<file path="config.mk">
export PLATFORM = sky130hd
export DESIGN_NAME = fence_command_line_parser
export DESIGN_NICKNAME = d
export VERILOG_FILES = /design/src/rtl/core/fclp_pkg.sv /design/src/rtl/core/fence_command_line_parser.sv
export SDC_FILE = /design/constraint.sdc
export NUM_CORES = 1
export LEC_CHECK = 0
export BUFFER_PORTS_ARGS = -buffer_cell sky130_fd_sc_hd__buf_2
export CAP_MARGIN = 20
export CORE_MARGIN = 1.5
export CORE_UTILIZATION = 54
export DETAILED_ROUTE_END_ITERATION = 8
export PLACE_DENSITY = 0.8
export SYNTH_ARGS = -nofsm -noshare
export SYNTH_HDL_FRONTEND = slang
export SYNTH_SLANG_ARGS = --single-unit
</file>
<file path="constraint.sdc">
create_clock -name clk -period 5.6 [get_ports clk]
set_input_delay 0.84 -clock clk [delete_from_list [all_inputs] [get_ports clk]]
set_output_delay 0.84 -clock clk [all_outputs]
set_load 0.01 [all_outputs]
</file>
<file path="src/rtl/core/fclp_pkg.sv">
`timescale 1ns / 1ps
// Package for the fence command line parser.
// Holds the result status codes, the character constants, the field widths and a digit test.
// It has no dependencies.
package fclp_pkg;

    localparam int CHAR_W   = 8;
    localparam int STATUS_W = 3;
    localparam int NODE_W   = 7;
    localparam int DIGIT_W  = 4;
    localparam int MASK_W   = 5;
    localparam int COUNT_W  = 3;
    localparam int LINE_LEN = 4;

    localparam logic [CHAR_W-1:0] CHAR_COLON = 8'h3A;
    localparam logic [CHAR_W-1:0] CHAR_ZERO  = 8'h30;
    localparam logic [CHAR_W-1:0] CHAR_NINE  = 8'h39;
    localparam logic [CHAR_W-1:0] CHAR_LF    = 8'h0A;
    localparam logic [CHAR_W-1:0] CHAR_CR    = 8'h0D;

    typedef enum logic [STATUS_W-1:0] {
        STATUS_SET    = 3'd0,
        STATUS_REPORT = 3'd1,
        STATUS_SHORT  = 3'd2,
        STATUS_LONG   = 3'd3,
        STATUS_FORMAT = 3'd4,
        STATUS_RANGE  = 3'd5,
        STATUS_STATE  = 3'd6
    } status_t;

    function automatic logic is_digit(input logic [CHAR_W-1:0] c);
        return (c >= CHAR_ZERO) && (c <= CHAR_NINE);
    endfunction

endpackage

</file>
<file path="src/rtl/core/fence_command_line_parser.sv">
`timescale 1ns / 1ps
// Top level of the fence command line parser: splits a byte stream into lines,
// checks each line against the form "DD:D" and keeps the fence bit of each node.
// Depends on fclp_pkg.
//
// The byte that ends a line is taken into the input register; its result is then
// loaded into the result register when that byte advances.
// Throughput: one byte per cycle; a byte that yields a result waits while an earlier
// result has not yet been taken by the receiver.
// Reset clears the handshake state, the character count, the discard flag and
// all fence bits; the line buffer is not reset.
module fence_command_line_parser #(
    parameter int NODE_COUNT = 5
) (
    input  logic        clk,
    input  logic        rst_n,
    input  logic        s_tvalid,
    output logic        s_tready,
    input  logic [7:0]  s_tdata,   // [7:0] char_byte
    input  logic        s_tlast,   // is_end
    output logic        m_tvalid,
    input  logic        m_tready,
    output logic [15:0] m_tdata,   // [6:0] node_id, [10:7] state_digit, [15:11] fenced_mask
    output logic [fclp_pkg::STATUS_W-1:0] m_tuser   // [2:0] status
);
    import fclp_pkg::*;

    localparam logic [NODE_W-1:0] NODE_MAX = NODE_W'(NODE_COUNT);

    logic                in_valid_reg;
    logic [CHAR_W-1:0]   char_reg;
    logic                end_reg;

    logic [CHAR_W-1:0]   line_reg [LINE_LEN];
    logic [COUNT_W-1:0]  count_reg, count_next;
    logic                discard_reg, discard_next;
    logic [MASK_W-1:0]   fence_reg, fence_next;

    logic                out_valid_reg;
    status_t             status_reg, status_next;
    logic [NODE_W-1:0]   node_reg, node_next;
    logic [DIGIT_W-1:0]  digit_reg, digit_next;
    logic [MASK_W-1:0]   mask_reg;

    logic                term;
    logic                produce;
    logic                buf_write;
    logic                advance;
    logic                format_ok;
    logic [NODE_W-1:0]   node_val;
    logic [DIGIT_W-1:0]  digit_val;
    logic [DIGIT_W-1:0]  tens;

    assign term      = end_reg || (char_reg == CHAR_LF) || (char_reg == CHAR_CR);
    assign format_ok = (line_reg[2] == CHAR_COLON) && is_digit(line_reg[0])
                       && is_digit(line_reg[1]) && is_digit(line_reg[3]);
    assign tens      = line_reg[0][DIGIT_W-1:0];
    assign node_val  = {tens, 3'b000} + {2'b00, tens, 1'b0}
                       + {3'b000, line_reg[1][DIGIT_W-1:0]};
    assign digit_val = line_reg[3][DIGIT_W-1:0];

    always_comb
    begin
        produce      = 1'b0;
        buf_write    = 1'b0;
        count_next   = count_reg;
        discard_next = discard_reg;
        fence_next   = fence_reg;
        status_next  = STATUS_SHORT;
        node_next    = '0;
        digit_next   = '0;
        if (discard_reg)
        begin
            if (term)
            begin
                discard_next = 1'b0;
            end
        end
        else if (term)
        begin
            count_next = '0;
            if (count_reg != '0)
            begin
                produce = 1'b1;
                if (count_reg < COUNT_W'(LINE_LEN))
                begin
                    status_next = STATUS_SHORT;
                end
                else if (!format_ok)
                begin
                    status_next = STATUS_FORMAT;
                end
                else
                begin
                    node_next  = node_val;
                    digit_next = digit_val;
                    if (node_val > NODE_MAX)
                    begin
                        status_next = STATUS_RANGE;
                    end
                    else if (digit_val > DIGIT_W'(1))
                    begin
                        status_next = STATUS_STATE;
                    end
                    else if (node_val == '0)
                    begin
                        status_next = STATUS_REPORT;
                    end
                    else
                    begin
                        status_next = STATUS_SET;
                        for (int i = 0; i < MASK_W; i++)
                        begin
                            if (node_val == NODE_W'(i + 1))
                            begin
                                fence_next[i] = (digit_val == '0);
                            end
                        end
                    end
                end
            end
        end
        else if (count_reg >= COUNT_W'(LINE_LEN))
        begin
            count_next   = '0;
            discard_next = 1'b1;
            produce      = 1'b1;
            status_next  = STATUS_LONG;
        end
        else
        begin
            buf_write  = 1'b1;
            count_next = count_reg + COUNT_W'(1);
        end
    end

    assign advance  = in_valid_reg && (!produce || !out_valid_reg || m_tready);
    assign s_tready = !in_valid_reg || advance;

    always_ff @(posedge clk or negedge rst_n)
    begin
        if (!rst_n)
        begin
            in_valid_reg  <= 1'b0;
            count_reg     <= '0;
            discard_reg   <= 1'b0;
            fence_reg     <= '0;
            out_valid_reg <= 1'b0;
        end
        else
        begin
            if (s_tready)
            begin
                in_valid_reg <= s_tvalid;
            end
            if (advance)
            begin
                count_reg   <= count_next;
                discard_reg <= discard_next;
                fence_reg   <= fence_next;
            end
            if (advance && produce)
            begin
                out_valid_reg <= 1'b1;
            end
            else if (m_tready)
            begin
                out_valid_reg <= 1'b0;
            end
        end
    end

    always_ff @(posedge clk)
    begin
        if (s_tready && s_tvalid)
        begin
            char_reg <= s_tdata;
            end_reg  <= s_tlast;
        end
        if (advance && buf_write)
        begin
            line_reg[count_reg[1:0]] <= char_reg;
        end
        if (advance && produce)
        begin
            status_reg <= status_next;
            node_reg   <= node_next;
            digit_reg  <= digit_next;
            mask_reg   <= fence_next;
        end
    end

    assign m_tvalid = out_valid_reg;
    assign m_tdata  = {mask_reg, digit_reg, node_reg};
    assign m_tuser  = status_reg;

endmodule
</file>
==> results.md, run 1 <==
- Die Span X: 79.9 um
- Global-route wire length before repair: 8510 um
- Max reg flops: 32
- TritonCTS Buffers: 9
- Die Area: 6390 um2
- R2r endpoint: mask_reg[0]$_DFFE_PP_
- TritonCTS clock tree: yes
- Number of global-route vias before repair: 1867
- Max incr delay on CP: 590 ps
- Top-area cell type share of the netlist area: 0.564
- TritonRoute pass-1 iters: 4
- Mapped Cells: 219
- Worst Max-Slew Pin Slew: 699 ps
- Dpl hpwl: 3770 um
- DR WL/cell: 14.8 um
- Layout Nets: 287
- FF+latch count, synth: 71
- Largest net degree at the start of global routing: 20
- Final ANT Viol Nets: 0
- Synth-to-Final Area Change: 13.0%
- Total GRT Usage: 0.183
- # setup viols final: 0
- Post-Route WL: 5000 um
- Asr flop ratio synth: 0.155
- Leak pwr: 1.35 nW
- Worst r2r src: line_reg[1][3]$_DFFE_PP_
- Hold bufs inserted after CTS: 0
- DP Area: 3440 um2
- Worst path cell trace: fa_1, inv_1, fa_1, nor2b_1, a22o_1, o211ai_2, nor4b_2, mux2_1
- Via count: 1895
- Kind of critical path: reg2reg
- Critical Path RT: 5690 ps
- Post-synth EDFFs: 60
- Max-slew violations: 0
- Max Clock Freq: 0.320 GHz
- Skew-Pair Late Insertion Delay: 350 ps
- Starting density of the core: 0.570
- PD cells: 359 nW/um2
- Post-synth top flop: edfxtp_1
- Non-filler cells, final: 338
- Global route overflow: 0
- Post-route DRC: 0
- Worst vdd ir: 217 uV
- Worst EP arrival: 3220 ps
- Buffers on Ports: 33
- Longest Clk Path Bufs: 2
- Final worst path period share: 0.558
- Worst clock skew: 10.6 ps
- Synthesized net count: 245
- Placer congestion estimate: 0.811
- Yosys top cell by area: edfxtp_1
- Placed insts: 322
- RSZ-0062 raised after global routing: no
- H-tree depth: 3
- Setup Fix Bufs, Post-CTS: 0
- Ports: 34
- Core area: 5610 um2
- Post-route cell area: 3610 um2
- Total of max-cap violations: 0
- Post-CTS sizing: 0
- Synth area leaders: edfxtp_1 56%, dfrtp_1 8.6%, ha_1 4.3%, mux2_1 3.5%, and2_1 2.2%
- Placement row count: 27
- Hold slack: 349 ps
- Post-route setup TNS: 0 ps
- Diode count: 0
- CP endpoint kind: flop
- Cell area after synthesis: 3190 um2
- Crit-path max FO: 12
- Clock-pin slew of the registers on the worst-case setup and hold paths: 80 ps
- Clock sinks: 71
- CTS Root Cell: clkbuf_8
- Share of cells above drive strength 1: 0.244
- Class of the worst hold path: in2async
- Fillers: 430
- Final hold violation count: 0
- Die Ht: 79.9 um
- Outcome: finished clean
- Reg2reg path depth: 8
- Normalized max-slew margin: 0.531
- Sequential element share of the synthesized area: 0.650
- YS warnings: 0
- Critical Path Start Type: flop
- Util after Layout: 0.644
- Synth Area per Inst: 14.6 um2
- Flop-to-flop setup slack: 2470 ps
- Post-layout minimum cycle time: 3130 ps
- Drt via density: 5.61
- Library cells used by synthesis: 54
- CP max stage cell: fa_1
- DRT iter0 DRCs: 110
- Initial antenna violation count: 0
- Critical Path Most Common Cell: fa_1
==> critical path, delay by kind of cell, from the launching register on <==
family	cells	cell delay (ps)
buffers and inverters	1	70
adder cells (fa/ha/maj)	2	1030
flip-flops	1	420
AND/OR/NAND/NOR	2	560
AO/OA/AOI/OAI	2	440
multiplexers	1	360
==> cell usage in the layout, fill, tap and decap left out, drive strengths merged, types with 2 or more instances in the layout <==
cell type / count
a31oi: 2
edfxtp: 60
nand4: 3
a22o: 2
inv: 11
nor4: 10
and3: 2
fa: 2
o211ai: 2
ha: 11
nand3: 5
clkinv: 5
nor4b: 4
and2: 11
clkbuf: 9
dfrtp: 11
nor2: 8
and4bb: 3
nand2: 8
nor2b: 5
buf: 35
a21oi: 8
o21ai: 5
nand2b: 7
nor3b: 2
mux2: 10
nor3: 7
==> cell families after synthesis <==
kind of cell	Yosys count	share of synthesized area
flip-flops	71	0.650
buffers and inverters	14	0.0204
adder cells (fa/ha/maj)	13	0.0556
AND/OR/NAND/NOR	83	0.177
XOR/XNOR	1	0.00274
multiplexers	10	0.0353
AO/OA/AOI/OAI	27	0.0588
==> per-stage QoR <==
stage | setup WS (ps) | power (mW)
finish | 2470 | 1.30
global route | 2330 | 1.37
CTS | 2460 | 1.31
detailed placement | 2460 | 0.961
global placement | 2590 | 0.952
floorplan | 2720 | 0.879
==> area by class of cell <==
class / count / area [um2] / area share
tap: 72 / 90.1 / 0.0250
clock inverter: 7 / 48.8 / 0.0135
sequential: 71 / 2080 / 0.575
inverter: 10 / 37.5 / 0.0104
timing repair buffer: 35 / 180 / 0.0499
clock buffer: 9 / 124 / 0.0343
multi-input combinational: 134 / 1050 / 0.292
==> routing by layer <==
metal  global-route usage  vias up  wire length, um
li1                     -      931                -
met1                0.206      893             2090
met2                0.310       59             2490
met3               0.0686       12              328
met4               0.0759        0               96
met5                    0        -                0
==> synth_stat cells, types with 2 or more instances <==
cell,n
nor2b_1,5
nand4_1,2
a31oi_1,2
edfxtp_1,60
fa_1,2
a21oi_1,8
o21ai_0,4
mux2_1,10
nand2_1,8
and3_1,2
and4bb_2,3
inv_1,9
nand2b_1,7
nand3_1,5
nor4_1,9
nor3_1,5
nor2_1,8
a22o_1,2
dfrtp_1,11
and2_1,11
nor4b_2,3
ha_1,11
==> how the worst max path moves through the flow <==
stage	from	to	depth (start not counted)
finish	line_reg[1][3]$_DFFE_PP_	mask_reg[0]$_DFFE_PP_	8
global route	line_reg[1][3]$_DFFE_PP_	mask_reg[3]$_DFFE_PP_	8
CTS	line_reg[1][3]$_DFFE_PP_	mask_reg[0]$_DFFE_PP_	8
detailed placement	line_reg[1][3]$_DFFE_PP_	mask_reg[0]$_DFFE_PP_	8
global placement	line_reg[1][3]$_DFFE_PP_	mask_reg[3]$_DFFE_PP_	8
floorplan	line_reg[1][3]$_DFFE_PP_	mask_reg[2]$_DFFE_PP_	9
==> where the power goes <==
group	switching [mW]	internal, mW	leakage (nW)	total (mW)
Clock	0.189	0.161	0.0894	0.350
Sequential	0.0405	0.657	0.703	0.697
Combinational	0.152	0.0974	0.555	0.249
Total	0.381	0.915	1.35	1.30
Note: power is estimated with default switching activity, not from simulation.
==> run 2: changes to the inputs <==
- ABC_AREA: not set -> 1
- clock period: 5.6 -> 3.1 ns (I/O delays scaled with it)
==> run 2 against run 1 <==
Effect of this change: via count rose by 12%; area after synthesis is 0.24% lower; wire length is 8.2% higher; fmax is 8.7% higher; critical path type unchanged; critical path depth increased by 4; synthesized cell count up 37%; first-iteration DRC count rose by 31%; clock-buffer cell count increased by 2; combinational power is 71% higher; setup slack got worse by 2200 ps; utilization fell by 0.089 points.
==> results.md, run 2 <==
- Clock sinks: 71 (unchanged)
- R2r endpoint: mask_reg[1]$_DFFE_PP_
- Normalized max-slew margin: 0.526 (-0.00544)
- FF+latch area: 2080 um2 (unchanged)
- Number of global-route vias before repair: 2104 (+13%)
- Library cells used by synthesis: 25 (-54%)
- Flop-to-flop setup slack: 220 ps (-2250 ps)
- Core area: 5610 um2 (unchanged)
- Worst EP arrival: 2970 ps (-250 ps)
- Worst r2r src: line_reg[1][3]$_DFFE_PP_
- Top-area cell type share of the netlist area: 0.565 (+0.00133)
- Ports: 34 (unchanged)
- CP Depth: 12 (+4)
- Global route overflow: 0 (unchanged)
- Via count: 2123 (+12%)
- Max Clock Freq: 0.348 GHz (+8.7%)
- Class of the worst hold path: in2reg
- Share of cells above drive strength 1: 0.155 (-0.0896)
- Total GRT Usage: 0.200 (+0.0171)
- Post-synth top flop: edfxtp_1
- Buffers on Ports: 33 (unchanged)
- Placer congestion estimate: 0.910 (+12%)
- Post-synth EDFFs: 60 (unchanged)
- Starting density of the core: 0.568 (-0.00134)
- RSZ-0062 raised after global routing: no
- CP max stage cell: fa_1
- Final worst path period share: 0.928 (+0.370)
- Area of the multi-input gates: 918 um2 (-13%)
- Diode count: 0 (unchanged)
- Initial antenna violation count: 0 (unchanged)
- Total of max-cap violations: 0 (unchanged)
- Cell area after synthesis: 3190 um2 (-0.24%)
- # setup viols final: 0 (unchanged)
- Hold slack: 295 ps (-53.9 ps)
- Layout Nets: 370 (+29%)
- Asr flop ratio synth: 0.155 (unchanged)
- CP Launch Point: line_reg[1][3]$_DFFE_PP_
- H-tree depth: 3 (unchanged)
- Worst path cell trace: fa_1, inv_1, fa_1, nand3b_1, nand3_1, nand2_1, nor2_4, nand2_1, nor2_1, nand2_1, nand2_1, nand2_2
- Skew-Pair Late Insertion Delay: 340 ps (about the same)
- CP endpoint kind: flop
- Yosys top cell by area: edfxtp_1
- Die Area: 6370 um2 (-0.23%)
- Post-CTS sizing: 0 (unchanged)
- Kind of critical path: reg2reg
- Longest Clk Path Bufs: 2 (unchanged)
- Reg2reg path depth: 12 (+4)
- Synthesized net count: 326 (+33%)
- Commonest non-fill, non-tap cell in the layout: nand2_1
- Worst Path Buf+Inv: 1 (unchanged)
- Die Span X: 79.8 um (-0.11%)
- Leak pwr: 1.58 nW (+17%)
- Synth Area per Inst: 10.6 um2 (-27%)
- Critical Path RT: 3200 ps (-2490 ps)
- Max incr delay on CP: 580 ps (about the same)
- Clock-pin slew of the registers on the worst-case setup and hold paths: 70 ps (about the same)
- Crit-path max FO: 7 (-5)
- Placement row count: 27 (unchanged)
- Fillers: 434 (+0.93%)
- Synth area leaders: edfxtp_1 57%, nand2_1 9.0%, dfrtp_1 8.6%, inv_1 5.9%, nor2_1 4.6%
- Global-route wire length before repair: 9290 um (+9.2%)
- Drt via density: 5.04 (-10%)
- DR WL/cell: 12.9 um (-13%)
- Mapped Cells: 300 (+37%)
- Critical Path Most Common Cell: nand2_1
- Die Ht: 79.8 um (-0.11%)
- TritonCTS Buffers: 9 (unchanged)
- DRT iter0 DRCs: 144 (+31%)
- Worst Setup EP: mask_reg[1]$_DFFE_PP_
- Most frequent cell after synthesis: nand2_1
- Post-route DRC: 0 (unchanged)
- Kind of cell adding the most delay to the critical path: simple AND/OR/NAND/NOR gates
- Worst clock skew: 4.11 ps (-6.47 ps)
- TritonCTS clock tree: yes
- TritonRoute pass-1 iters: 4 (unchanged)
- Sequential element share of the synthesized area: 0.652 (+0.00153)
- Critical Path Start Type: flop
- Synth-to-Final Area Change: 13.1% (about the same)
- Setup Fix Bufs, Post-CTS: 0 (unchanged)
- Max reg flops: 32 (unchanged)
- Post-layout minimum cycle time: 2880 ps (-250 ps)
- Outcome: finished clean
- Max-slew violations: 0 (unchanged)
- Largest net degree at the start of global routing: 20 (unchanged)
- Post-route setup TNS: 0 ps (unchanged)
- Final hold violation count: 0 (unchanged)
- Worst Max-Slew Pin Slew: 709 ps (+9.76 ps)
- List of most frequent post-synthesis cells: 76 x nand2_1, 60 x edfxtp_1, 50 x inv_1
- Commonest non-fill, non-tap cells in the layout: 76 x nand2_1, 60 x edfxtp_1, 50 x inv_1, 39 x nor2_1, 33 x buf_2
- YS warnings: 0 (unchanged)
- CTS Root Cell: clkbuf_8
- Power Total: 2.23 mW (+72%)
- PD cells: 619 nW/um2 (+72%)
- Final ANT Viol Nets: 0 (unchanged)
- FF+latch count, synth: 71 (unchanged)
- Post-Route WL: 5410 um (+8.2%)
- Dpl hpwl: 4000 um (+6.1%)
- Worst vdd ir: 353 uV (+63%)
run 2: cell count changes after synthesis, sizes merged, moves of 10 or more:
cell,delta
nand2,+71
inv,+40
nor2,+34
and2,-11
nand3,+11
mux2,-10
nor4,-10
run 2: routing by layer:
| layer | part of all wire | routed length [um] | global-route usage | up-vias |
|---|---|---|---|---|
| met5 | 0 | 0 | 0 | - |
| met4 | 0.032 | 171 | 0.102 | 0 |
| met3 | 0.045 | 241 | 0.0514 | 14 |
| met2 | 0.48 | 2620 | 0.334 | 59 |
| met1 | 0.44 | 2380 | 0.239 | 985 |
| li1 | - | - | - | 1065 |
run 2: timing repair:
item / 4_1_cts / 5_1_grt
hold endpoints to repair: 11 / 0
hold buffers: 1 / 0
setup endpoints to repair: 0 / 0
run 2: cells by family (layout without fill, tap and decap cells):
| logic type | count (synthesis) | in the layout | share of synthesized area |
|---|---|---|---|
| DFF | 71 | 71 | 0.652 |
| buffers and inverters | 51 | 100 | 0.0601 |
| xor gates and xnor gates | 1 | 1 | 0.00275 |
| AOI/OAI and AO/OA | 18 | 18 | 0.0291 |
| and+or+nand+nor | 146 | 146 | 0.201 |
| adders and majority gates | 13 | 13 | 0.0558 |
run 2: worst min-delay path by stage:
stage	endpoint	startpoint	slack, ps	cells past startpoint
global route	char_reg[5]$_DFFE_PP_	s_tdata[5]	280	1
detailed placement	fence_reg[4]$_DFFE_PN0P_	rst_n	350	1
global placement	fence_reg[4]$_DFFE_PN0P_	rst_n	350	1
finish	char_reg[6]$_DFFE_PP_	s_tdata[6]	300	1
floorplan	count_reg[0]$_DFFE_PN0P_	rst_n	170	0
CTS	end_reg$_DFFE_PP_	s_tlast	280	1
run 2: final cells by class:
class | count | area share
sequential | 71 | 0.576
multi-input combinational | 178 | 0.255
inverter | 50 | 0.0521
timing repair buffer | 34 | 0.0486
clock buffer | 11 | 0.0364
tap | 72 | 0.0250
clock inverter | 5 | 0.00694
run 2: metrics by stage:
step	area, um2	instances	setup WS [ps]	util
6_report	3600	421	223	0.643
2_1_floorplan	3190	300	457	-
5_1_grt	3600	421	30.5	0.643
3_3_place_gp	3440	404	355	0.613
4_1_cts	3600	421	243	0.643
3_5_place_dp	3440	404	239	0.613
run 2: power breakdown:
part | leakage (nW) | total, mW | internal (mW) | switching [mW]
registers | 0.703 | 1.20 | 1.15 | 0.0496
logic | 0.794 | 0.427 | 0.135 | 0.292
clock network | 0.0782 | 0.602 | 0.282 | 0.320
run 2: worst reg2reg max path: stages (launching register included):
cell,delay [ps]
edfxtp_1,430
fa_1,580
inv_1,60
fa_1,440
nand3b_1,200
nand3_1,120
nand2_1,110
nor2_4,210
nand2_1,120
nor2_1,160
nand2_1,80
nand2_1,70
nand2_2,50
